## src/rtl/ialu_pkg.sv

```systemverilog
// ----------------------------------------------------------------------------
// Integer ALU package
// Shared widths, opcode and status codes, and the word that moves along the
// divider chain.
// ----------------------------------------------------------------------------
package ialu_pkg;

  localparam int DataWidth = 32;
  localparam int NumCells  = DataWidth;

  typedef logic [DataWidth-1:0] word_t;

  typedef enum logic [2:0] {
    OP_ADD = 3'd0,
    OP_SUB = 3'd1,
    OP_DIV = 3'd2,
    OP_MUL = 3'd3,
    OP_MOD = 3'd4
  } opcode_t;

  typedef enum logic [1:0] {
    ST_OK       = 2'd0,
    ST_DIV_ZERO = 2'd1,
    ST_MOD_ZERO = 2'd2,
    ST_UNKNOWN  = 2'd3
  } status_t;

  typedef struct packed {
    opcode_t op;
    status_t st;
    logic    neg_q;
    logic    neg_r;
    word_t   res;
    word_t   rem;
    word_t   dq;
    word_t   dvs;
  } cell_t;

endpackage

```

## src/rtl/ialu_cell.sv

```systemverilog
// ----------------------------------------------------------------------------
// Integer ALU divider cell
// One restoring division step: shifts one dividend bit into the partial
// remainder and one quotient bit into the shift register.
// ----------------------------------------------------------------------------
module ialu_cell (
  input  logic            clk,
  input  logic            rst,
  input  logic            in_valid,
  input  ialu_pkg::cell_t in_data,
  output logic            in_ready,
  output logic            out_valid,
  output ialu_pkg::cell_t out_data,
  input  logic            out_ready
);
  import ialu_pkg::*;

  logic [DataWidth:0] trial;
  logic [DataWidth:0] diff;
  logic               fits;
  cell_t              nxt;
  logic               valid;
  cell_t              data;

  always_comb begin
    trial   = {in_data.rem, in_data.dq[DataWidth-1]};
    diff    = trial - {1'b0, in_data.dvs};
    fits    = !diff[DataWidth];
    nxt     = in_data;
    nxt.rem = fits ? diff[DataWidth-1:0] : trial[DataWidth-1:0];
    nxt.dq  = {in_data.dq[DataWidth-2:0], fits};
  end

  assign in_ready  = !valid || out_ready;
  assign out_valid = valid;
  assign out_data  = data;

  always_ff @(posedge clk) begin
    if (rst) begin
      valid <= 1'b0;
    end else if (in_ready) begin
      valid <= in_valid;
    end
    if (in_valid && in_ready) begin
      data <= nxt;
    end
  end
endmodule

```

## config.mk

```make
export PLATFORM = sky130hd
export DESIGN_NAME = ialu_cell
export DESIGN_NICKNAME = d
export VERILOG_FILES = /design/src/rtl/ialu_pkg.sv /design/src/rtl/ialu_cell.sv
export SDC_FILE = /design/constraint.sdc
export NUM_CORES = 1
export LEC_CHECK = 0
export BUFFER_PORTS_ARGS = -buffer_cell sky130_fd_sc_hd__clkbuf_2
export CAP_MARGIN = 20
export CORE_ASPECT_RATIO = 2
export CORE_MARGIN = 4
export CORE_UTILIZATION = 48
export CTS_CLUSTER_SIZE = 25
export DETAILED_ROUTE_END_ITERATION = 8
export PLACE_DENSITY = 0.8
export SLEW_MARGIN = 40
export SYNTH_ARGS = -nofsm -noshare
export SYNTH_HDL_FRONTEND = slang
export SYNTH_SLANG_ARGS = --single-unit
```

## constraint.sdc

```tcl
create_clock -name clk -period 4.9 [get_ports clk]
set_input_delay 0.245 -clock clk [delete_from_list [all_inputs] [get_ports clk]]
set_output_delay 0.245 -clock clk [all_outputs]
set_load 0.05 [all_outputs]
```

After elaboration in Yosys (flattened, before gate mapping)
Index checks and enable logic that the tools add are counted.

Register bits: 136. Bits of input ports: 139. Output and inout bits: 137. Logic and storage cells: 15.

$add $sub $neg: 1. Multiplexer cells: 1. Reduce and logical (&&, ||, !) cells: 4.

Operators by type and width (number): $sub 33x32->33 (1); $mux 32 (1); $logic_not 1->1 (2); $logic_and 1x1->1 (1); $logic_or 1x1->1 (1).

Depth between registers and ports, before layout
Gate-level depths: netlist of the first run.

Word-level depth: 3. Gate-level depth with buffers: 13.

Worst setup path before layout of the first run
OpenSTA, ideal clock, no wires.

Path kind: register to register. Start: register valid (netlist: out_valid). End: register data (netlist bit out_data[0]) (enable). Setup time: 0.510 ns. Arrival: 4.144 ns. Required time: 4.390 ns. Path slack: 0.246 ns. Stages on the path, launching flop included: 3. Path buffers: 0. Cell sequence: dfxtp_1 nand2b_1 and2_1.

Word-level cells in the longest chain between the ends: 3.

Ends and longest elaborated chain: start, declared (line ialu_cell.sv:22) `logic valid;`; start signal, assigned (line ialu_cell.sv:42) `valid <= in_valid;`; $logic_not 1->1 (line ialu_cell.sv:34) `assign in_ready = !valid || out_ready;`; $logic_or 1x1->1 (line ialu_cell.sv:34); net in_ready (line ialu_cell.sv:11) `output logic in_ready,`; $logic_and 1x1->1 (line ialu_cell.sv:44) `if (in_valid && in_ready) begin`; end signal, assigned (line ialu_cell.sv:45) `data <= nxt;`; end, declared (line ialu_cell.sv:23) `cell_t data;`.

The timed path passes the listed nets, and every way through them passes these cells. A chain may end at the register's enable or synchronous reset.

==> metrics.md, run 1 <==
| Metric | Value |
|---|---|
| Status | completed |
| Post-synthesis cell area | 0.00654 sq mm |
| Syn Inst Count | 500 |
| Synth warn | 0 |
| RSZ-0062 raised after global routing | no |
| Clk_lat worst skew | roughly 0.42 ns |
| Largest net degree at the start of global routing | 63 |
| Drt drc | 0 |
| Post-cts sizing count | 0 |
| Yosys top cell by area | edfxtp_1 |
| Tmin final | 2.94 ns |
| I/O Buffers | roughly 280 |
| FF-to-FF path depth | 4 |
| CP max FO | 20 |
| Layout cell share with drive strength beyond 1 | 39.3% |
| Post-DRT Antenna Nets | 0 |
| Root Buffer | clkbuf_16 |
| Setup tns final | 0 ns |
| Maximum VDD drop | between 0.2 and 0.3 mV |
| Reg-to-reg endpoint | out_data[15]$_DFFE_PP_ |
| Arrival time at the worst endpoint | 3.11 ns |
| GRT Overall Usage | around 29% |
| DIE AREA | 0.0157 sq mm |
| Hold path endpoint | out_data[106]$_DFFE_PP_ |
| CTS Buffer Depth | 2 |
| Die H | 173 um |
| Initial antenna violation count | 1 |
| Placed inst area | slightly above 0.008 sq mm |
| CTS tree | built |
| Commonest non-fill, non-tap cells in the layout | 275 x clkbuf_2, 135 x edfxtp_1, 54 x dlygate4sd3_1 |
| Post-DP HPWL | 16.4 mm |
| Final setup fails | 0 |
| Core box area | 0.0134 sq mm |
| HP Class | input port to flip-flop |
| Design Power | 3600 uW |
| CTS Hold Bufs | between 40 and 50 |
| Post-synth EDFFs | roughly 140 |
| CTS clk-pin slew, worst paths | 0.07 ns |
| Largest cells by area after synthesis | edfxtp_1 62%, ha_1 6.1%, mux2_4 4.1% |
| Row cnt | 60 |
| Clk sinks | 136 |
| Seq/Total Area, Yosys | between 60% and 70% |
| Worst Min Path Start | in_data[106] |
| Worst setup EP type | flip-flop |
| FFs w/ async S/R, synth | 0% |
| FF-to-FF setup slack | 2.78 ns |
| Worst EP required | 5.07 ns |
| Synthesis-to-finish area growth | 40.5% |
| Flop and latch count out of synthesis | 136 |
| Ys flop type | edfxtp_1 |
| Clock Skew | 0.0124 ns |
| Lkg Pwr | 0.00423 uW |
| Crit Path Category | input port to flip-flop |
| IO Pins | 276 |
| Die Width | 90.5 um |
| First-pass GRT wire length | 33.6 mm |
| Netlist cell types | between 50 and 60 |
| Drt total wl | 23.9 mm |
| Postcts setup bufs | 0 |
| PwrDens | 392 mW/mm^2 |
| NumNets Final | 1008 |
| FF+latch area | 0.00407 sq mm |
| Top-area cell type share of the netlist area | 62.0% |
| Slew Viols, Final | 0 |
| Wirelength per Cell | between 20 and 25 um |
| Gpl congestion | 0.936 |
| Final instance area | about 0.009 sq mm |
| Multi-input combinational cell area | 0.00223 sq mm |
| Vias per cell | about 5.7 |
| Syn nets | 672 |
| Starting Density | between 40% and 50% |
| R2r startpoint | out_valid$_SDFFE_PP0N_ |
| Worst setup SP type | input port |
| Initial DRC Count | 401 |
| Worst rel slew slack | 54.6% |
| Synthesized area per cell | 13.1 sq um |
| Most common cell after layout, fill and taps aside | clkbuf_2 |
| Grt ovf | 0 |
| FMAX | 0.340 GHz |
| Final hold vios | 0 |
| Via Count | 5700 |
| Hold depth | 1 |
| Max Cap Violations | 0 |
| Pre-Repair DR Iteration Count | 5 |
| Vias in the first global route | a little under 6000 |
| Core Util, Final | about two thirds |
| H-tree depth | 4 |
| Worst-margin pin slew | 0.674 ns |
| TritonCTS Buffers | 17 |
| Final period util | 60.1% |
| Fill count | 958 |
[synth_stat cells (2+ instances only)]
library cell  instances
nor2_1               23
o21ai_0              27
o2111ai_1             2
nand2_1              47
xor2_1                9
and4_1                2
and2_1                3
a21o_1               15
nand3_1               9
o21a_1                5
a41o_1                2
inv_1                39
o31ai_1               4
a211oi_1              4
buf_6                 2
o211ai_1              6
edfxtp_1            135
mux2_4               18
o21bai_1              5
and3_1                6
clkbuf_1             13
a21oi_1              30
o41ai_1               2
nand2b_1              5
xnor2_1              15
nand4_1               5
nor2b_1               5
a31oi_1               2
ha_1                 32
a21boi_0              4
nor3_1                3
[state kept, by name (all words and copies together), names as in the netlist]
name	count
out_data	135
out_valid	1
[critical path, cell delays in order]
cell	delay, ns
clkbuf_2	0.11
ha_1	0.23
fa_1	0.42
nand2b_1	0.18
a21oi_1	0.25
o211ai_1	0.17
a21oi_1	0.26
o21a_1	0.24
o211ai_4	0.10
inv_2	0.54
mux2_4	0.36
[layout make-up]
| type | instances | area share, % |
|---|---|---|
| flip-flops and latches | 136 | 44.4 |
| multi-input cells | 307 | 24.3 |
| repair buffers | 334 | 21.4 |
| clock buffers | 18 | 4.68 |
| well taps | 155 | 2.11 |
| inverters | 40 | 1.64 |
| clock inverters | 14 | 1.44 |
| diodes | 1 | 0.0273 |
[worst max-delay path by stage]
| stage | start | to | slack [ns] | cells after the start |
|---|---|---|---|---|
| after detailed placement | in_data[63] | out_data[81]$_DFFE_PP_ | 1.54 | 12 |
| after global placement | in_data[25] | out_data[92]$_DFFE_PP_ | 1.53 | 10 |
| after global routing | in_data[63] | out_data[84]$_DFFE_PP_ | 1.76 | 12 |
| after floorplan | out_valid$_SDFFE_PP0N_ | out_data[0]$_DFFE_PP_ | 0.25 | 2 |
| final | in_data[0] | out_data[84]$_DFFE_PP_ | 1.96 | 11 |
| after CTS | in_data[63] | out_data[84]$_DFFE_PP_ | 1.97 | 12 |
[report_power, final]
part	internal, uW	switching, uW	total [uW]
Combinational	293	636	929
Sequential	1400	34.1	1430
Clock	672	571	1240
Total	2360	1240	3600
[per-layer routing]
| metal | share of wire [%] | track usage (%) | vias to the layer above |
|---|---|---|---|
| met5 | 0 | 0 | - |
| li1 | - | - | 2541 |
| met3 | 7.4 | 6.97 | 82 |
| met2 | 56 | 55.5 | 346 |
| met4 | 4.6 | 14.4 | 0 |
| met1 | 32 | 26.9 | 2731 |
[cell families (layout without fill, tap and decap cells)]
family / count (synthesis) / after routing / share of synthesized area (%)
mux: 19 / 19 / 4.29
compound gates: 118 / 118 / 12.0
other cells: 0 / 1 / 0
simple gates: 113 / 113 / 8.10
flops: 136 / 136 / 62.3
buf+inv: 57 / 406 / 3.58
xor+xnor: 24 / 24 / 3.22
fa+ha+maj: 33 / 33 / 6.43
[metrics by stage]
step / cells / hold slack (ns) / worst slack, ns
2_1_floorplan: 500 / 0.314 / 0.246
3_3_place_gp: 917 / 0.402 / 1.53
3_5_place_dp: 917 / 0.418 / 1.54
4_1_cts: 998 / 0.0000966 / 1.97
5_1_grt: 1005 / -0.00526 / 1.76
6_report: 1005 / 0.0101 / 1.96
No activity file was read; power rests on OpenSTA's default activity.
==> run 2: changes to the inputs <==
Settings changed: ABC_AREA set to 1, CORE_UTILIZATION 48 to 45, PLACE_DENSITY 0.8 to 0.77.
Clock period 4.9 ns to 2.4 ns, I/O delays scaled along.
==> run 2 against run 1 <==
  * The run now ends with setup timing left
  * Sequential share of layout area fell by 8.2 points
  * Die area grew 17%
  * Global-route usage increased by 0.93 points
  * Setup slack worse by 2.0 ns
  * First-iteration DRC count grew 55%
  * Non-clock buffer count up 88
  * Hold slack lost 0.0035 ns
  * Register-to-register slack got worse by 1.9 ns
  * Critical endpoint is now out_data[80]$_DFFE_PP_
  * Largest power group is now the clock network
  * Highest routed layer unchanged
==> metrics.md, run 2 <==
| Metric | Value |
|---|---|
| M2 GR Usage | 57.8% |
| Violated checks | setup timing |
| Root Buffer | clkbuf_16 |
| Synth warn | 0 |
| Worst setup EP type | flip-flop |
| Largest net degree at the start of global routing | 35 |
| Flop and latch count out of synthesis | approximately 140 |
| H-tree depth | 4 |
| FFs w/ async S/R, synth | 0% |
| Synthesis-to-finish area growth | 55.2% |
| Grt ovf | 0 |
| Final setup fails | 6 |
| Largest cells by area after synthesis | edfxtp_1 56%, nand2_1 17%, inv_1 8.3% |
| Top cells by count, synth | 336 x nand2_1, 160 x inv_1, 135 x edfxtp_1, 39 x nor2_1, 32 x ha_1 |
| Netlist cell types | 24 |
| GRT Overall Usage | 29.6% |
| Max FFs per register | 135 |
| Clock Skew | about 0.0081 ns |
| Worst EP required | 2.68 ns |
| CTS clk-pin slew, worst paths | 0.06 ns |
| Final period util | 101% |
| I/O Buffers | 275 |
| Most common cell after layout, fill and taps aside | nand2_1 |
| CTS tree | built |
| DIE AREA | 0.0184 sq mm |
| Post-synth EDFFs | 135 |
| Worst setup SP type | input port |
| Top-area cell type share of the netlist area | between 50% and 60% |
| Worst rel slew slack | 52.9% |
| Initial DRC Count | between 600 and 700 |
| Wirelength per Cell | 19.5 um |
| Post-DRT Antenna Nets | 0 |
| Yosys top cell by area | edfxtp_1 |
| Max Cap Violations | 0 |
| CTS Buffer Depth | 2 |
| Final hold vios | 0 |
| Worst path bufs/invs | 4 |
| Post-synthesis cell area | 0.00727 sq mm |
| Vias in the first global route | 7680 |
| HP Class | input port to flip-flop |
| IO Pins | between 200 and 300 |
| Clk_lat worst skew | between 0.4 and 0.5 ns |
| Core box area | 0.0159 sq mm |
| Gr busiest metal | met2 |
| Simple-gate share of the synthesized area | 24.4% |
| Pre-Repair DR Iteration Count | 7 |
| Lkg Pwr | 0.00581 uW |
| Via Count | 7560 |
| Row cnt | 65 |
| Seq/Total Area, Yosys | 56.1% |
| Tmin final | 2.42 ns |
| Maximum VDD drop | 0.484 mV |
| First-pass GRT wire length | 41.2 mm |
| Commonest non-fill, non-tap cells in the layout | 329 x nand2_1, 275 x clkbuf_2, 160 x inv_1 |
| Crit-path max cell delay | around 0.56 ns |
| Met3 Usage GRT | 5.44% |
| Post-Synth XOR/XNOR Area | 1.81% |
| Gpl congestion | between 0.9 and 1 |
| Synthesized area per cell | 8.82 sq um |
| Worst setup margin | -0.0247 ns |
| Crit path top cell by count | nand2_1 |
| WHS | 0.00659 ns |
| Met1 Use GR | 25.9% |
| TritonCTS Buffers | 17 |
| Arrival time at the worst endpoint | about 2.7 ns |
| Drt drc | 0 |
| Synth Area in Compound Gates | 2.69% |
| Die Width | 97.9 um |
| Syn Inst Count | 824 |
| Design Power | 8120 uW |
| Vias per cell | 5.10 |
| Initial antenna violation count | 2 |
| Syn nets | 996 |
| Adder-cell share of the synthesized area | 5.79% |
| Drt total wl | 28.8 mm |
| Die H | 188 um |
| Cell family with most CP delay | simple AND/OR/NAND/NOR gates |
| Post-DP HPWL | 17.9 mm |
| PwrDens | 720 mW/mm^2 |
| Slowest cell on the critical path | dlygate4sd3_1 |
| Status | finished with violations |
| Layout cell share with drive strength beyond 1 | 28.7% |
| Crit Path Category | input port to flip-flop |
| Starting Density | 45.8% |
| Clk sinks | 136 |
| Count leader, synth | nand2_1 |
| Worst-margin pin slew | around 0.70 ns |
| Ys flop type | edfxtp_1 |
| NumNets Final | 1436 |
| CP Cell Sequence | dlygate4sd3_1, clkbuf_2, inv_1, ha_1, nand2_1, inv_1, nand2_1, nor2_1, nand2_1, nand2_2, xor2_1, nand2_1, nand2_1 |
| Slew Viols, Final | 0 |
| Multiplexer area fraction after synthesis | 0% |
| CP max FO | 4 |
| FMAX | between 0.4 and 0.5 GHz |
| Main combinational cell family by area after synthesis | simple AND/OR/NAND/NOR gates |
[run 2: cells by family (layout without fill, tap and decap cells)]
family                   after synthesis  count (layout)
XOR/XNOR                              15              15
AND/OR/NAND/NOR                      439             444
buffers and inverters                167             615
AO/OA/AOI/OAI                         34              34
other                                  0               3
adder cells (fa/ha/maj)               33              33
flip-flops                           136             136
[run 2: tightest hold or removal path, cell delays in order]
cell and delay, ns:
clkbuf_2 0.11, nand2_1 0.05, nand2_1 0.05
[run 2: worst paths after layout]
kind / cells after the start / slack [ns] / to / start
worst max register to register: 2 / 0.84 / out_data[19]$_DFFE_PP_ / out_valid$_SDFFE_PP0N_
worst min-delay path: 3 / 0.007 / out_data[83]$_DFFE_PP_ / in_data[82]
worst max-delay path: 13 / -0.02 / out_data[80]$_DFFE_PP_ / in_data[10]
worst min register to register: 1 / 0.74 / out_data[60]$_DFFE_PP_ / out_valid$_SDFFE_PP0N_
[run 2: cell type report]
| type | count | area, sq um |
|---|---|---|
| multi-input cells | 526 | 2800 |
| repair buffers | 422 | 2880 |
| inverters | 161 | 604 |
| clock inverters | 13 | 224 |
| diodes | 3 | 7.51 |
| well taps | 201 | 251 |
| clock buffers | 19 | 433 |
| flip-flops and latches | 136 | 4080 |
| fillers | 1096 | 4580 |
[run 2: where the power goes]
group / internal (uW) / leakage [uW] / switching, uW
sequential: 2840 / 0.00132 / 60.6
clock: 1940 / 0.000320 / 1040
combinational: 684 / 0.00417 / 1560
total: 5470 / 0.00581 / 2650
[run 2: per-stage QoR]
stage               instances  instance area, sq um  worst slack [ns]  TNS [ns]  utilization, %
global route             1480                 11300            -0.178     -4.43            71.1
CTS                      1468                 10900           0.00345         0            69.0
detailed placement       1306                  8980          -0.00740  -0.00800            56.6
floorplan                 824                  7280            -0.727    -98.16               -
finish                   1481                 11300           -0.0247   -0.0738            71.1
global placement         1306                  8980             0.113         0            56.6
[run 2: layer usage]
| layer | wire length, um | vias up |
|---|---|---|
| met3 | 2070 | 157 |
| met4 | 2490 | 0 |
| li1 | - | 3495 |
| met5 | 0 | - |
| met2 | 15900 | 501 |
| met1 | 8380 | 3407 |
[run 2: timing repair]
item,in CTS,in global routing
resized for setup,0,41
setup endpoints to repair,0,33
hold endpoints to repair,129,0
buffers inserted,0,5
hold buffers,130,0
==> run 3: changes to the inputs <==
Settings changed: PLACE_DENSITY 0.77 to not set, PLACE_DENSITY_LB_ADDON set to 0.2.
==> run 3 against run 2 <==
  * The flow now finishes without violations
  * Power fell by 6.9%
  * Register-to-register slack better by 0.03 ns
  * Clock power decreased by 16%
  * Combinational power decreased by 3%
  * Cell count increased by 0.14%
==> metrics.md, run 3 (synthesis gave the netlist of run 2 again) <==
| Metric | Value |
|---|---|
| Drt drc | 0 |
| Status | completed |
| WHS | 0.00763 ns |
| Gpl congestion | 0.940 |
| Tmin final | 2.32 ns |
| Starting Density | 45.8% |
| HP Class | input port to flip-flop |
| CP max FO | 16 |
| GRT Overall Usage | 27.8% |
| Multi-input combinational cell area | 0.00279 sq mm |
| Crit path top cell by count | nand2_1 |
| FMAX | 0.430 GHz |
| Worst setup SP type | input port |
| Die H | 188 um |
| Clk sinks | 136 |
| Root Buffer | clkbuf_16 |
| Maximum VDD drop | 0.533 mV |
| Core Util, Final | between 70% and 80% |
| Crit Path Category | input port to flip-flop |
| Via Count | 7152 |
| I/O Buffers | about 280 |
| Drt total wl | between 20 and 30 mm |
| IO Pins | 276 |
| Die Width | 97.9 um |
| Cells after DPL | 1310 |
| Clock Skew | around 0.008 ns |
| Clk_lat worst skew | 0.44 ns |
| DIE AREA | 0.0184 sq mm |
| PwrDens | slightly below 700 mW/mm^2 |
| Wirelength per Cell | 17.8 um |
| Post-DP HPWL | 18.7 mm |
| Initial antenna violation count | 1 |
| Worst setup EP type | flip-flop |
| Final hold vios | 0 |
| Vias in the first global route | 7409 |
| Core box area | 0.0159 sq mm |
| Vias per cell | 4.82 |
| Grt ovf | 0 |
| Max FFs per register | 135 |
| Commonest non-fill, non-tap cells in the layout | 330 x nand2_1, 275 x clkbuf_2, 159 x inv_1 |
| H-tree depth | 4 |
| Largest net degree at the start of global routing | 34 |
| Most common cell after layout, fill and taps aside | nand2_1 |
| Worst-margin pin slew | 0.730 ns |
| Worst path bufs/invs | 4 |
| Slew Viols, Final | 0 |
| Layout cell share with drive strength beyond 1 | 28.3% |
| Finished Layout Cells | approximately 1500 |
| CTS clk-pin slew, worst paths | 0.06 ns |
| CP Cell Sequence | dlygate4sd3_1, clkbuf_2, ha_1, nand2_1, nand2_1, inv_1, nand2_1, nand2_1, nand2_2, a21oi_4, buf_4, nand3_4, nand2_8, nand2_1, nand2_1 |
| Worst EP required | 2.70 ns |
| Pre-Repair DR Iteration Count | 5 |
| Setup tns final | 0 ns |
| FF+latch area | between 0.004 and 0.005 sq mm |
| Initial DRC Count | about 360 |
| Lkg Pwr | 0.00576 uW |
| Synthesis-to-finish area growth | 54.2% |
| NumNets Final | about 1400 |
| Final period util | 96.8% |
| Fill count | 1190 |
| Crit-path max cell delay | approximately 0.53 ns |
| Slowest cell on the critical path | dlygate4sd3_1 |
| Arrival time at the worst endpoint | ~2.6 ns |
| First-pass GRT wire length | 38.6 mm |
| Final setup fails | 0 |
| Row cnt | 65 |
| CTS tree | built |
| Worst rel slew slack | roughly 50% |
| CTS Buffer Depth | 2 |
| Post-DRT Antenna Nets | 0 |
| TritonCTS Buffers | 17 |
| Cell family with most CP delay | simple AND/OR/NAND/NOR gates |
| Max Cap Violations | 0 |
==> run 3: cell count changes in the layout (fill, tap and decap cells not counted), sizes merged, moves of 2 or more <==
cell         change
bufinv           -5
clkinv           -2
clkinvlp         +4
diode            -2
dlygate4sd3      +4
inv              +4
==> run 3: final cells by class <==
class                           instances  area share (%)
Antenna cell                            1          0.0223
Clock buffer                           18            3.83
Clock inverter                         14            1.08
Inverter                              161            5.39
Multi-Input combinational cell        525            24.9
Sequential cell                       136            36.4
Tap cell                              201            2.24
Timing Repair Buffer                  427            26.1
==> run 3: worst paths after layout <==
kind / from / end / slack [ns] / depth (start not counted)
worst min-delay path: in_data[80] / out_data[81]$_DFFE_PP_ / 0.008 / 3
worst max register to register: out_valid$_SDFFE_PP0N_ / out_data[1]$_DFFE_PP_ / 0.87 / 2
worst min register to register: out_valid$_SDFFE_PP0N_ / out_data[109]$_DFFE_PP_ / 0.74 / 1
worst max-delay path: in_data[82] / out_data[84]$_DFFE_PP_ / 0.08 / 15
==> run 3: worst reg2reg max path: cells and delay by family (launching register included) <==
family,cells,cell delay (ns)
AOI/OAI and AO/OA,1,0.59
DFF,1,0.36
buffers and inverters,1,0.28
==> run 3: metrics by stage <==
step           total power, uW  instance area (sq um)  setup slack (ns)
2_1_floorplan             4250                   7280            -0.727
3_3_place_gp              4770                   9040            0.0915
3_5_place_dp              4790                   9040           0.00601
5_1_grt                   7880                  11200           -0.0384
4_1_cts                   7450                  10900            0.0152
6_report                  7560                  11200            0.0769
==> run 3: routing by layer <==
layer | GRT usage [%] | up-vias | part of all wire (%)
met4 | 16.2 | 0 | 6.3
met5 | 0 | - | 0
met2 | 55.3 | 325 | 57
li1 | - | 3506 | -
met3 | 6.18 | 78 | 5.7
met1 | 24.2 | 3243 | 31
==> run 3: timing repair <==
item | 4_1_cts | 5_1_grt
endpoints found under the setup margin | 0 | 33
hold buffers | 134 | 0
gates resized for setup | 0 | 36
hold endpoints to repair | 133 | 0
buffers inserted | 0 | 2
==> run 3: report_power, final <==
part	internal, uW	total [uW]	switching, uW
combinational	677	2170	1490
clock	1430	2500	1070
sequential	2840	2890	55.0
total	4940	7560	2620
