[src/rtl/ialu_pkg.sv]
// ----------------------------------------------------------------------------
// Integer ALU package
// Shared widths, opcode and status codes, and the word that moves along the
// divider chain.
// ----------------------------------------------------------------------------
package ialu_pkg;

  localparam int DataWidth = 32;
  localparam int NumCells  = DataWidth;

  typedef logic [DataWidth-1:0] word_t;

  typedef enum logic [2:0] {
    OP_ADD = 3'd0,
    OP_SUB = 3'd1,
    OP_DIV = 3'd2,
    OP_MUL = 3'd3,
    OP_MOD = 3'd4
  } opcode_t;

  typedef enum logic [1:0] {
    ST_OK       = 2'd0,
    ST_DIV_ZERO = 2'd1,
    ST_MOD_ZERO = 2'd2,
    ST_UNKNOWN  = 2'd3
  } status_t;

  typedef struct packed {
    opcode_t op;
    status_t st;
    logic    neg_q;
    logic    neg_r;
    word_t   res;
    word_t   rem;
    word_t   dq;
    word_t   dvs;
  } cell_t;

endpackage

[src/rtl/ialu_rsp_if.sv]
// ----------------------------------------------------------------------------
// Integer ALU response channel
// Valid/ready channel that carries one result word.
// ----------------------------------------------------------------------------
interface ialu_rsp_if;
  import ialu_pkg::*;

  logic                        valid;
  logic                        ready;
  logic signed [DataWidth-1:0] result;
  logic [1:0]                  status;

  modport source (output valid, result, status, input ready);
  modport sink   (input valid, result, status, output ready);
endinterface

[src/rtl/ialu_back.sv]
// ----------------------------------------------------------------------------
// Integer ALU output stage
// Applies the signs to quotient and remainder, selects the result by opcode,
// zeroes it on an error status and holds it for the response channel.
// ----------------------------------------------------------------------------
module ialu_back (
  input  logic            clk,
  input  logic            rst,
  input  logic            in_valid,
  input  ialu_pkg::cell_t in_data,
  output logic            in_ready,
  ialu_rsp_if.source      rsp
);
  import ialu_pkg::*;

  word_t res;
  logic  valid;

  always_comb begin
    case (in_data.op) inside
      OP_ADD, OP_SUB, OP_MUL: res = in_data.res;
      OP_DIV:  res = in_data.neg_q ? (~in_data.dq + word_t'(1)) : in_data.dq;
      OP_MOD:  res = in_data.neg_r ? (~in_data.rem + word_t'(1)) : in_data.rem;
      default: res = '0;
    endcase
    if (in_data.st != ST_OK) begin
      res = '0;
    end
  end

  assign in_ready  = !valid || rsp.ready;
  assign rsp.valid = valid;

  always_ff @(posedge clk) begin
    if (rst) begin
      valid <= 1'b0;
    end else if (in_ready) begin
      valid <= in_valid;
    end
    if (in_valid && in_ready) begin
      rsp.result <= $signed(res);
      rsp.status <= in_data.st;
    end
  end
endmodule
[src/flat_wrapper.sv]
// flat-port wrapper written by rule: the top's interface ports become plain ports
module ialu_back_flat import ialu_pkg::*;
  (clk, rst, in_valid, in_data, in_ready, rsp_valid, rsp_result, rsp_status, rsp_ready);
  ialu_rsp_if rsp_i ();
  input  logic clk;
  input  logic rst;
  input  logic in_valid;
  input  ialu_pkg::cell_t in_data;
  output logic in_ready;
  output wire logic [$bits(rsp_i.valid)-1:0] rsp_valid;
  output wire logic [$bits(rsp_i.result)-1:0] rsp_result;
  output wire logic [$bits(rsp_i.status)-1:0] rsp_status;
  input wire logic [$bits(rsp_i.ready)-1:0] rsp_ready;
  assign rsp_valid = rsp_i.valid;
  assign rsp_result = rsp_i.result;
  assign rsp_status = rsp_i.status;
  assign rsp_i.ready = rsp_ready;
  ialu_back u_core (.clk(clk), .rst(rst), .in_valid(in_valid), .in_data(in_data), .in_ready(in_ready), .rsp(rsp_i));
endmodule
[config.mk]
export PLATFORM = sky130hd
export DESIGN_NAME = ialu_back_flat
export DESIGN_NICKNAME = d
export VERILOG_FILES = /design/src/rtl/ialu_pkg.sv /design/src/rtl/ialu_rsp_if.sv /design/src/rtl/ialu_back.sv /design/src/flat_wrapper.sv
export SDC_FILE = /design/constraint.sdc
export NUM_CORES = 1
export LEC_CHECK = 0
export ABC_AREA = 1
export ABC_CLOCK_PERIOD_IN_PS = 2900
export BUFFER_PORTS_ARGS = -buffer_cell sky130_fd_sc_hd__buf_2
export CAP_MARGIN = 15
export CORE_ASPECT_RATIO = 2
export CORE_MARGIN = 5
export CORE_UTILIZATION = 44
export DETAILED_ROUTE_END_ITERATION = 10
export PLACE_DENSITY = 0.78
export SLEW_MARGIN = 20
export SYNTH_ARGS = -nofsm -noshare
export SYNTH_HDL_FRONTEND = slang
export SYNTH_SLANG_ARGS = --single-unit
[constraint.sdc]
create_clock -name clk -period 2.9 [get_ports clk]
set_clock_uncertainty 0.05 [all_clocks]
set_input_delay 0.58 -clock clk [delete_from_list [all_inputs] [get_ports clk]]
set_output_delay 0.58 -clock clk [all_outputs]
set_load 0.02 [all_outputs]
# Word level (Yosys, flattened, before mapping)
# Index checks and enable logic that the tools add are counted.
# totals
reg_bits	35
inputBits	139
output_inout_bits	36
elab_cells	22
# op_classes
addsub	2
eq_ne	4
mux	5
bitwise_logic	2
reduce_logical	6
# ops
cell	n
$mux 32	5
$add 32x1->32 const B	2
$not 32->32	2
$eq 3x2->1 const B	2
$eq 3x1->1 const B	1
$eq 3x3->1 const B	1
$logic_not 3->1	1
$reduce_or 3->1	1
$reduce_bool 2->1	1
$logic_and 1x1->1	1
$logic_not 1->1	1
$logic_or 1x1->1	1

# Depth between registers and ports, before layout
# Gate-level depths: netlist of the first run.
# depth
ltp_word	6
ltp_mapped	13
depth_no_buf	13

# Least setup slack after synthesis of the first run
# Ideal clock, no wire load.
# synth_timing
path_kind	input port to flip-flop
startpoint	input port in_valid
endpoint	register u_core.rsp.result[0], enable pin
setup_time_ps	437
arrival_time_ps	2296
required_time_ps	2413
slack_ps	117
path_stages	2
path_buffers	0
path_cell_list	inv_1 a21oi_1
# synth_via
elab_chain_cells	1
# synth_rtl
item	line_no	text
start: declaration	flat_wrapper.sv:7	input logic in_valid;
$logic_and 1x1->1	ialu_back.sv:40	if (in_valid && in_ready) begin
end signal: assignment	ialu_back.sv:41	rsp.result <= $signed(res);
end: declaration	ialu_rsp_if.sv:13	modport source (output valid, result, status, input ready);
# No other way between the ends.
# A chain may end at the register's enable or synchronous reset.

# Final worst setup path of the first run
# layout_timing
startpoint	input port in_data[65] (netlist bit)
endpoint	register u_core.rsp.result[14] (data pin)
# layout_via
elab_chain_cells	6
# layout_rtl
item	line_no	text
start: declaration	flat_wrapper.sv:8	input ialu_pkg::cell_t in_data;
$not 32->32	ialu_back.sv:23	OP_MOD: res = in_data.neg_r ? (~in_data.rem + word_t'(1)) : in_data.rem;
$add 32x1->32	ialu_back.sv:23	
$mux 32	ialu_back.sv:23	
$mux 32 (3 in a row)	ialu_back.sv:20	case (in_data.op) inside
# No other way between the ends.

==> flow_results.org, run 1 <==
** Run status
- Run status :: finished, final reports clean

** Floorplan
- Die area :: 11,100 sq um
- The floorplan has 49 rows.
- Die extent in x :: 77.0 um
- Top-level port count :: 175
- Overall die height :: 144 um
- The floorplan step defined a core boundary enclosing 8890 sq um.
- Initial Utilization :: 44.4%

** Finish
- The area growth from synthesis to layout is 24.2%.
- Fill cells in the final layout number 940.
- Summing all non-filler instances in the final layout gives an area of 4910 sq um.
- Utilization after layout :: 55.2%
- Share of layout cells above drive strength 1 :: 24.9%
- Final Net Count :: 939

** Logic synthesis
- In this run, synthesis produced a sequential element count of 35.
- Register area share after synthesis :: 26.4%
- Synthesized net count :: 803
- After technology mapping, the gate count stands at 662.
- Number of distinct library cell variants in the gate-level netlist after synthesis :: 35
- Dividing the synthesized area by the synthesized cell count gives 5.96 sq um.
- Summing every instance area after synthesis gives 3950 sq um.
- Yosys printed 0 warnings.

** Clock tree
- Clock-pin slew was measured on the worst setup and hold paths at 0.06 ns.
- In this run the clock root is driven by a clkbuf_16.
- Hold repair after CTS inserted 0 buffers.
- Buffers added to address setup during post-CTS repair amount to 0.
- TritonCTS built the clock tree.
- Insertion delay to the later sink of the worst-skew pair :: 0.28 ns
- The tree built by TritonCTS fans out to 35 sinks.
- The longest clock path from root to sink contains 2 buffers.
- After clock tree synthesis, the repair step resized 0 gates.
- Buffers inserted during clock tree synthesis total 5.
- Number of H-tree branching levels :: 2

** Detailed routing
- For this run, design rule violations remaining after detail routing come to 0.
- Total number of vias :: 4,848
- Number of routed nets with antenna violations :: 0
- After the first detailed-routing iteration, the DRC count stood at 376.
- Final wirelength :: 14,000 um
- In the routed layout, each cell is associated on average with a via count of 5.37.
- After detailed routing, the average wire length per cell comes to 15.5 um.
- The pre-antenna-repair detailed-routing pass consisted of 5 iterations.

** Place
- Once placement finished, the instance area stood at 4740 sq um.
- Placer Congestion :: 0.987
- Detailed placement HPWL :: 11,600 um
- Input and output buffers added on the ports amount to 142.

** Timing
- Final worst path period need :: 2.04 ns
- Setup violations remaining at the end of the flow were counted as 0.
- Setup repair after global routing left no endpoint under its margin.
- After layout, the worst path uses 70.3% of the clock period.
- Maximum operating frequency :: 490 MHz
- Max-slew violation total from the final report :: 0
- Headroom to the max-slew limit came out at 57.1%.
- For the pin with the worst max-slew slack, the measured transition is 0.642 ns.
- Setup TNS :: 0 ns
- Worst hold margin :: 0.397 ns
- Final Hold Viols :: 0

** Global routing
- Summed over all layers, the global routing overflow is 0.
- Largest net degree at the start of global routing :: 37
- First-pass GRT wire length :: 21,500 um
- Via count of the first global-routing pass :: 4,701
- Total GRT Usage :: 24.3%
- Number of antenna violations at the first check in global routing :: 1

** Critical path
- Worst-path cell with the longest stage delay :: ha_1
- Reg2reg start :: u_core.rsp.valid$_SDFFE_PP0N_
- STA puts the critical path data required time at 2.90 ns.
- Crit Path Category :: in2reg
- Worst setup startpoint :: in_data[65]
- Of all nets on the critical path, the largest fanout is 9.
- CP peak stage delay :: 0.21 ns
- The worst setup path is captured at a register.
- Traced cell by cell, the critical path runs through buf_2 > inv_1 > ha_1 > nand2_2 > nor2_8 > nand3_1 > nand2_1 > a21oi_1 > o21ai_0 > nand3_1 > nand2_1 > inv_1.
- For the worst setup path, the data arrival time is 2.04 ns.
- The worst setup path is launched from an input port.

** Power and ir drop
- IR analysis of the VDD net gives a maximum drop of 0.295 mV.
- For this design the ratio of total power to cell area is 351 nW/um^2.
- Static leakage :: 2.56 nW

** Job
- Max Cap Violations :: 0

** Hold path
- Hold_sp :: rst
- Type of the worst min-delay path :: in2reg
## cells in the final DEF, fill, tap and decap left out, types with 5 or more instances in the layout
| master | n |
|---|---|
| a21oi_1 | 21 |
| a31oi_1 | 5 |
| buf_2 | 142 |
| buf_4 | 7 |
| clkbuf_16 | 5 |
| edfxtp_1 | 34 |
| inv_1 | 93 |
| inv_2 | 6 |
| nand2_1 | 189 |
| nand2_2 | 8 |
| nand3_1 | 97 |
| nand3b_1 | 6 |
| nand4_1 | 12 |
| nor2_1 | 76 |
| nor2_2 | 11 |
| o21ai_0 | 37 |
| o21ai_1 | 11 |
## metrics by stage
| step | instances | worst slack (ns) | total power [mW] |
|---|---|---|---|
| 6_report | 902 | 0.860 | 1.72 |
| 5_1_grt | 902 | 0.664 | 1.79 |
| 4_1_cts | 901 | 0.890 | 1.72 |
| 3_5_place_dp | 893 | 0.606 | 1.11 |
| 3_3_place_gp | 893 | 0.619 | 1.11 |
| 2_1_floorplan | 662 | 0.117 | 0.914 |
## registers in the layout, summed over array words and instances, names as in the netlist
name	cells
u_core.rsp.result	32
u_core.rsp.status	2
u_core.rsp.valid	1
## per-layer routing
layer	GRT usage [%]	wire length [um]	up-vias
li1	-	-	2442
met4	17.5	960	0
met5	0	0	-
met1	24.2	4880	2171
met3	2.62	640	55
met2	45.8	7480	180
## final cells by class
class,instances,area (sq um),area share (%)
diodes,1,2.50,0.0510
clock buffers,5,125,2.55
clock inverters,3,38.8,0.791
inverters,99,372,7.57
multi-input cells,508,2440,49.7
flip-flops and latches,35,1040,21.2
well taps,102,128,2.60
repair buffers,149,763,15.6
## worst paths after layout
path | slack (ns) | end | depth (start not counted)
max | 0.86 | u_core.rsp.result[14]$_SDFFCE_PP0P_ | 12
min reg2reg | 0.47 | u_core.rsp.valid$_SDFFE_PP0N_ | 2
max reg2reg | 1.60 | u_core.rsp.result[0]$_SDFFCE_PP0P_ | 2
min | 0.40 | u_core.rsp.valid$_SDFFE_PP0N_ | 2
## logic make-up after synthesis
kind of cell | synth area share (%)
flip-flops | 26.4
AO/OA/AOI/OAI | 13.3
buffers and inverters | 12.3
adder cells (fa/ha/maj) | 0.634
AND/OR/NAND/NOR | 47.4
## Yosys cell counts (all sizes together)
cell | n | area share, %
a21boi | 2 | 0.38
a21oi | 22 | 2.8
a31oi | 5 | 0.79
buf | 19 | 2.8
clkbuf | 1 | 0.095
dfxtp | 1 | 0.51
edfxtp | 34 | 26
ha | 2 | 0.63
inv | 99 | 9.4
nand2 | 198 | 20
nand3 | 101 | 13
nand3b | 6 | 1.1
nand4 | 13 | 2.2
nor2 | 90 | 10
nor3 | 4 | 0.79
nor3b | 1 | 0.32
o211ai | 5 | 1.1
o21a | 1 | 0.19
o21ai | 52 | 7.0
o21bai | 1 | 0.19
o221ai | 4 | 0.89
or2 | 1 | 0.16
## critical path: cells and delay by family
kind / cells / cell delay (ns)
AOI/OAI and AO/OA: 2 / 0.26
buffers and inverters: 3 / 0.22
adders and majority gates: 1 / 0.21
and+or+nand+nor: 6 / 0.78
## where the power goes
part           switching, mW  leakage (nW)  internal, mW
clock                  0.215        0.0812         0.401
combinational          0.333          2.14         0.172
sequential            0.0102         0.346         0.592
(Power assumes the default switching activity.)
==> run 2, diff against run 1 <==
--- a/config.mk
+++ b/config.mk
@@ -6,14 +6,14 @@
 export NUM_CORES = 1
 export LEC_CHECK = 0
 export ABC_AREA = 1
-export ABC_CLOCK_PERIOD_IN_PS = 2900
+export ABC_CLOCK_PERIOD_IN_PS = 2000
 export BUFFER_PORTS_ARGS = -buffer_cell sky130_fd_sc_hd__buf_2
 export CAP_MARGIN = 15
 export CORE_ASPECT_RATIO = 2
 export CORE_MARGIN = 5
-export CORE_UTILIZATION = 44
+export CORE_UTILIZATION = 49
 export DETAILED_ROUTE_END_ITERATION = 10
-export PLACE_DENSITY = 0.78
+export PLACE_DENSITY = 0.83
 export SLEW_MARGIN = 20
 export SYNTH_ARGS = -nofsm -noshare
 export SYNTH_HDL_FRONTEND = slang
==> constraint.sdc (replaced) <==
create_clock -name clk -period 2 [get_ports clk]
set_clock_uncertainty 0.05 [all_clocks]
set_input_delay 0.4 -clock clk [delete_from_list [all_inputs] [get_ports clk]]
set_output_delay 0.4 -clock clk [all_outputs]
set_load 0.02 [all_outputs]
==> flow_results.org, run 2 (same netlist as run 1, synthesis figures left out) <==
** Run status
- Run status :: finished, final reports clean

** Critical path
- Worst endpoint data arrival time :: 1.79 ns (-0.25 ns)
- Maximum fanout count along the critical path :: 3 (-6)
- Req. time, crit path :: 2.00 ns (-0.90 ns)
- Kind of start point of the critical path :: input port
- The worst setup path is of the in2reg kind.
- The worst setup path is captured at a register.

** Floorplan
- Floorplan Core Area :: 7890 sq um (-11%)
- The I/O pin total is 175 (unchanged).
- Overall die height :: 137 um (-4.9%)
- The die boundary width is 73.5 um (-4.6%).
- Die area :: 10,100 sq um (-9.2%)
- Initial Utilization :: 50.1% (+5.7 points)
- The number of core rows was 46 (-6.1%).

** Power and ir drop
- Sequential cell fraction of total power :: 35.0% (about the same)
- Sw Pwr :: 0.826 mW (+48%)
- The power consumption came to 2.49 mW (+45%).
- Clock power share :: 33.8% (-1.9 points)
- The maximum vdd drop is 0.300 mV (+1.7%).
- Cell internal pwr :: 1.67 mW (+43%)
- The proportion of power drawn by combinational gates is 31.2% (+1.9 points).
- Power Dens Cells :: 493 nW/um^2 (+40%)
- The leakage power is 2.66 nW (+3.6%).
- Switching power share of the total :: 33.2% (+0.79 points)

** Timing
- Worst hold margin :: 0.229 ns (-0.168 ns)
- Final Hold Viols :: 0 (unchanged)
- The slew of the pin with the lowest slew margin was 0.481 ns (-0.161 ns).
- Max_slew headroom :: 67.9% (+11 points)
- Counting I/O delays and the setup requirement, the final critical path takes 1.79 ns.
- Final worst setup slack :: 0.207 ns (-0.653 ns)
- Setup repair after global routing left no endpoint under its margin.
- Maximum operating frequency :: 558 MHz
- Max-slew violation total from the final report :: 0 (unchanged)
- The total setup violations reported at the end of the flow was 0 (unchanged).
- Post-route fraction of the period consumed by the critical path :: 89.7%
- Setup TNS :: 0 ns (unchanged)

** Finish
- The post-layout instance count excluding filler cells came to 912 (+1.1%).
- The number of flip-flops in the largest register was 32 (unchanged).
- Highest-count cells in the layout ignoring fill and taps :: 189 x nand2_1, 142 x buf_2, 97 x nand3_1
- The count of inserted antenna diode cells is 0 (-1).
- The largest registers in the layout are u_core.rsp.result: 32 flops, u_core.rsp.status: 2 flops, u_core.rsp.valid: 1 flops.
- The library cell used most frequently in the layout, excluding fill and tap cells, is nand2_1.
- The post-route cell area is 5050 sq um (+3.0%).
- The final core utilization is 64.1% (+8.9 points).
- Register with the most flip-flops :: u_core.rsp.result
- The ratio of cells with drive above 1 in the final layout came to 26.5% (+1.6 points).
- Area growth, synth to finish :: 28.0%
- The final net count came to 956 (+1.8%).

** Detailed routing
- Final wirelength :: 14,700 um (+5.1%)
- The iteration count of the initial detailed-routing pass is 6 (+1).
- Routed length per instance :: 16.1 um (+3.9%)
- The final routed DRC violation total is 0 (unchanged).
- The first-iteration detailed-routing DRC count was 405 (+7.7%).
- Detailed-route vias per instance :: 5.54 (+3.0%)
- The number of routed nets with antenna violations is 0 (unchanged).
- The total number of vias came to 5,048 (+4.1%).

** Clock tree
- Buffer cell driving the clock tree root :: clkbuf_16
- The insertion delay of the later-clocked pin in the worst-skew pair is 0.29 ns (about the same).
- The CTS buffer count came to 5 (unchanged).
- The clock tree buffer depth is 2 (unchanged).
- The number of setup buffers added after CTS is 0 (unchanged).
- The clock transition at the registers of the reported paths was 0.06 ns (about the same).
- TritonCTS built the clock tree.
- Total clock sinks :: 35 (unchanged)
- CTS-repair resized insts :: 0 (unchanged)
- Number of hold buffers added after CTS :: 0 (unchanged)
- The level count of the clock H-tree was 2 (unchanged).

** Global routing
- The number of global-route vias before repair was 5,101 (+8.5%).
- Global-route congestion overflow total :: 0 (unchanged)
- First-pass GRT wire length :: 22,800 um (+5.9%)
- The total routing usage reported by global routing is 29.4% (+5.1 points).
- Largest net degree at the start of global routing :: 35 (-5.4%)
- The initial antenna violation count was 0 (-1).

** Place
- The total of buffers placed on input and output ports came to 142 (unchanged).
- Number of placed instances, taps included :: 904 (+1.2%)
- Placer Congestion :: 0.971 (-1.6%)
- The pre-CTS setup slack came to -0.0537 ns (-0.659 ns).
- Detailed placement HPWL :: 12,100 um (+4.5%)
- Area after DPL :: 4900 sq um (+3.3%)

** Hold path
- The min-delay analysis places its worst path in the category in2reg.

** Job
- Max Cap Violations :: 0 (unchanged)
==> run 2: cell count changes in the layout (fill, tap and decap cells not counted), sizes merged <==
cell | before | now
buf | 149 | 166
clkbuf | 5 | 8
clkinv | 2 | 0
bufinv | 1 | 0
diode | 1 | 0
==> run 2: worst paths after layout <==
path,from,cells after the start,slack [ns],endpoint
worst max-delay path,in_data[33],14,0.21,u_core.rsp.result[16]$_SDFFCE_PP0P_
worst min-delay path,rst,2,0.23,u_core.rsp.valid$_SDFFE_PP0N_
worst max register to register,u_core.rsp.valid$_SDFFE_PP0N_,2,0.85,u_core.rsp.status[1]$_DFFE_PP_
worst min register to register,u_core.rsp.valid$_SDFFE_PP0N_,2,0.51,u_core.rsp.valid$_SDFFE_PP0N_
==> run 2: layout make-up <==
type | instances | area (sq um)
Multi-Input combinational cell | 508 | 2440
Timing Repair Buffer | 166 | 928
Fill cell | 752 | 2830
Inverter | 99 | 372
Sequential cell | 35 | 1040
Clock buffer | 8 | 156
Tap cell | 96 | 120
==> run 2: worst max-delay path: stages <==
cell and delay (ns):
buf_2 0.10, inv_1 0.10, ha_1 0.22, nand2_1 0.09
inv_1 0.06, nand2_1 0.07, nor2_1 0.17, nand2_1 0.10
nand2_1 0.06, nand2_1 0.05, nand3_1 0.07, nand2_1 0.11
o21ai_1 0.13, inv_1 0.05
==> run 2: per-layer routing <==
metal	global-route usage, %	routed length [um]	vias up
met1	28.7	4810	2255
met2	54.9	8030	248
met4	19.8	905	0
li1	-	-	2477
met3	3.53	920	68
met5	0	0	-
==> run 2: power by group through the flow <==
stage                     sequential (mW)  clock [mW]  combinational (mW)
final                               0.872       0.841               0.777
after global routing                0.876       0.868               0.852
after CTS                           0.873       0.840               0.769
after detailed placement            0.887           0               0.766
after global placement              0.886           0               0.748
after floorplan                     0.948           0               0.378
==> run 3, diff against run 2 <==
--- a/config.mk
+++ b/config.mk
@@ -11,9 +11,8 @@
 export CAP_MARGIN = 15
 export CORE_ASPECT_RATIO = 2
 export CORE_MARGIN = 5
-export CORE_UTILIZATION = 49
+export CORE_UTILIZATION = 33
 export DETAILED_ROUTE_END_ITERATION = 10
-export PLACE_DENSITY = 0.83
 export SLEW_MARGIN = 20
 export SYNTH_ARGS = -nofsm -noshare
 export SYNTH_HDL_FRONTEND = slang
==> constraint.sdc (replaced) <==
create_clock -name clk -period 2 [get_ports clk]
set_clock_uncertainty 0.05 [all_clocks]
set_input_delay 0.2 -clock clk [delete_from_list [all_inputs] [get_ports clk]]
set_output_delay 0.2 -clock clk [all_outputs]
set_load 0.02 [all_outputs]
==> flow_results.org, run 3 (same netlist as run 1, synthesis figures left out) <==
** Clock tree
- The clock tree buffer depth is 2 (unchanged).
- The root buffer cell chosen for the clock tree is clkbuf_16.
- Number of hold buffers added after CTS :: 0 (unchanged)
- The clock sink count was 35 (unchanged).
- Insertion delay to the later sink of the worst-skew pair :: 0.28 ns (about the same)
- The level count of the clock H-tree was 2 (unchanged).
- The number of setup buffers added after CTS is 0 (unchanged).
- Clock transition at the registers of the reported paths :: 0.06 ns (about the same)
- CTS tree :: built
- Total clock buffers created by CTS :: 5 (unchanged)
- The post-cts repair resize count came to 0 (unchanged).

** Finish
- The post-route cell area is 5000 sq um (-1.0%).
- Regs by FF count :: u_core.rsp.result: 32 flops, u_core.rsp.status: 2 flops, u_core.rsp.valid: 1 flops
- Commonest non-fill, non-tap cell in the layout :: nand2_1
- The ratio of cells with drive above 1 in the final layout was 25.4% (-1.1 points).
- The final net count was 947 (-0.94%).
- The area growth from synthesis to layout is 26.7%.
- Highest-count cells in the layout ignoring fill and taps :: 189 x nand2_1, 142 x buf_2, 97 x nand3_1
- Register with the most flip-flops :: u_core.rsp.result
- Diode count :: 0 (unchanged)
- Number of flip-flops in the largest register :: 32 (unchanged)

** Timing
- Maximum operating frequency :: 618 MHz (+11%)
- Unrepaired setup endpoints after global routing :: false
- The setup slack after layout is 0.381 ns (+0.174 ns).
- The final critical-path share of the clock period came to 81.0% (-8.7 points).
- Count of endpoints failing setup in the final report :: 0 (unchanged)
- The slew of the pin with the lowest slew margin was 0.499 ns (+0.0179 ns).
- The final-layout setup total negative slack was 0 ns (unchanged).
- Final worst path period need :: 1.62 ns (-0.174 ns)
- The final hold violation count came to 0 (unchanged).
- The number of pins exceeding their max-slew limit in the final report is 0 (unchanged).
- The worst slew margin relative to its limit is 66.7% (-1.2 points).

** Global routing
- The overflow left after global routing was 0 (unchanged).
- The initial antenna violation count was 0 (unchanged).
- Via count of the first global-routing pass :: 4,804 (-5.8%)
- The wire length of the first global-routing pass is 22,900 um (+0.39%).
- The total routing usage reported by global routing was 21.0% (-8.4 points).
- Largest net degree at the start of global routing :: 35 (unchanged)

** Critical path
- Kind of start point of the critical path :: input port
- Req. time, crit path :: 2.00 ns (about the same)
- Crit. End Element :: register
- The data arrival time of the worst path was 1.62 ns (-0.17 ns).
- The worst setup path is of the in2reg kind.
- Maximum fanout count along the critical path :: 4 (+1)

** Place
- The pre-CTS setup slack came to 0.0813 ns (+0.135 ns).
- The post-place instance area is 4870 sq um (-0.64%).
- Placer Congestion :: 0.993 (+2.3%)
- Count of buffers from port buffering :: 142 (unchanged)
- The half-perimeter wire length after placement was 12,800 um (+5.3%).

** Floorplan
- Placement row count :: 56 (+22%)
- The core outline area was 11,800 sq um (+49%).
- The die footprint was 14,400 sq um (+43%).
- The y dimension of the die is 165 um (+20%).
- The die boundary width is 87.4 um (+19%).
- The starting utilization of the core area is 33.5% (-17 points).
- The I/O pin total is 175 (unchanged).

** Detailed routing
- The iteration count of the initial detailed-routing pass is 4 (-2).
- The final routed DRC violation total is 0 (unchanged).
- After detailed routing, no signal wire sits above met4.
- Number of routed nets with antenna violations :: 0 (unchanged)
- Met2 wire len :: 8580 um (+6.9%)
- The total routed wirelength came to 14,900 um (+1.8%).
- Detailed-routing wirelength on met1 :: 5050 um (+5.0%)
- The total number of vias came to 4,752 (-5.9%).
- The first-iteration detailed-routing DRC count was 318 (-21%).
- Detailed-route vias per instance :: 4.99 (-9.8%)
- Routed length per instance :: 15.7 um (-2.4%)
- The met3 wirelength from detailed routing came to 627 um (-32%).

** Run status
- The run finished with clean final reports.

** Power and ir drop
- The leakage power is 2.59 nW (-2.5%).
- The cell area power density was 476 nW/um^2 (-3.4%).
- Maximum VDD drop :: 0.376 mV (+25%)

** Hold path
- The min-delay analysis places its worst path in the category in2reg.

** Job
- Max Cap Violations :: 0 (unchanged)
run 3: path summary, 6_finish.rpt:
check | endpoint | startpoint | cells past startpoint | slack, ns
setup reg to reg | u_core.rsp.result[6]$_SDFFCE_PP0P_ | u_core.rsp.valid$_SDFFE_PP0N_ | 2 | 0.68
setup / recovery | u_core.rsp.result[16]$_SDFFCE_PP0P_ | in_data[33] | 14 | 0.38
hold reg to reg | u_core.rsp.valid$_SDFFE_PP0N_ | u_core.rsp.valid$_SDFFE_PP0N_ | 2 | 0.48
hold / removal | u_core.rsp.valid$_SDFFE_PP0N_ | rst | 2 | 0.01
run 3: cell type report:
| type | instances | area, sq um |
|---|---|---|
| fillers | 1372 | 6770 |
| flip-flops and latches | 35 | 1040 |
| multi-input cells | 508 | 2440 |
| well taps | 145 | 181 |
| inverters | 99 | 372 |
| clock inverters | 2 | 7.51 |
| clock buffers | 6 | 129 |
| repair buffers | 157 | 836 |
run 3: critical path, cell delays in order:
cell,delay (ns)
buf_2,0.10
inv_1,0.09
ha_1,0.23
nand2_1,0.09
inv_1,0.06
nand2_1,0.08
nor2_1,0.17
nand2_1,0.10
nand2_1,0.07
nand2_1,0.05
nand3_1,0.08
nand2_1,0.11
o21ai_1,0.13
inv_1,0.04
run 3: layer usage:
metal,global-route usage [%],vias up
met5,0,-
met4,11.2,0
met3,1.55,35
met2,41.5,147
met1,20.6,2112
li1,-,2458
run 3: report_power, final:
part           internal, mW  leakage, nW  switching, mW  total [mW]
clock network         0.454       0.0659          0.301       0.755
registers             0.858        0.346         0.0121       0.870
logic                 0.262         2.18          0.494       0.756
run 3: per-stage QoR:
step | util (%) | power [mW] | hold slack (ns) | std cells
4_1_cts | 42.5 | 2.39 | 0.0113 | 952
6_report | 42.5 | 2.38 | 0.0139 | 952
5_1_grt | 42.5 | 2.51 | 0.0126 | 952
3_5_place_dp | 41.3 | 1.64 | 0.311 | 944
3_3_place_gp | 41.3 | 1.64 | 0.309 | 944
2_1_floorplan | - | 1.33 | 0.219 | 662
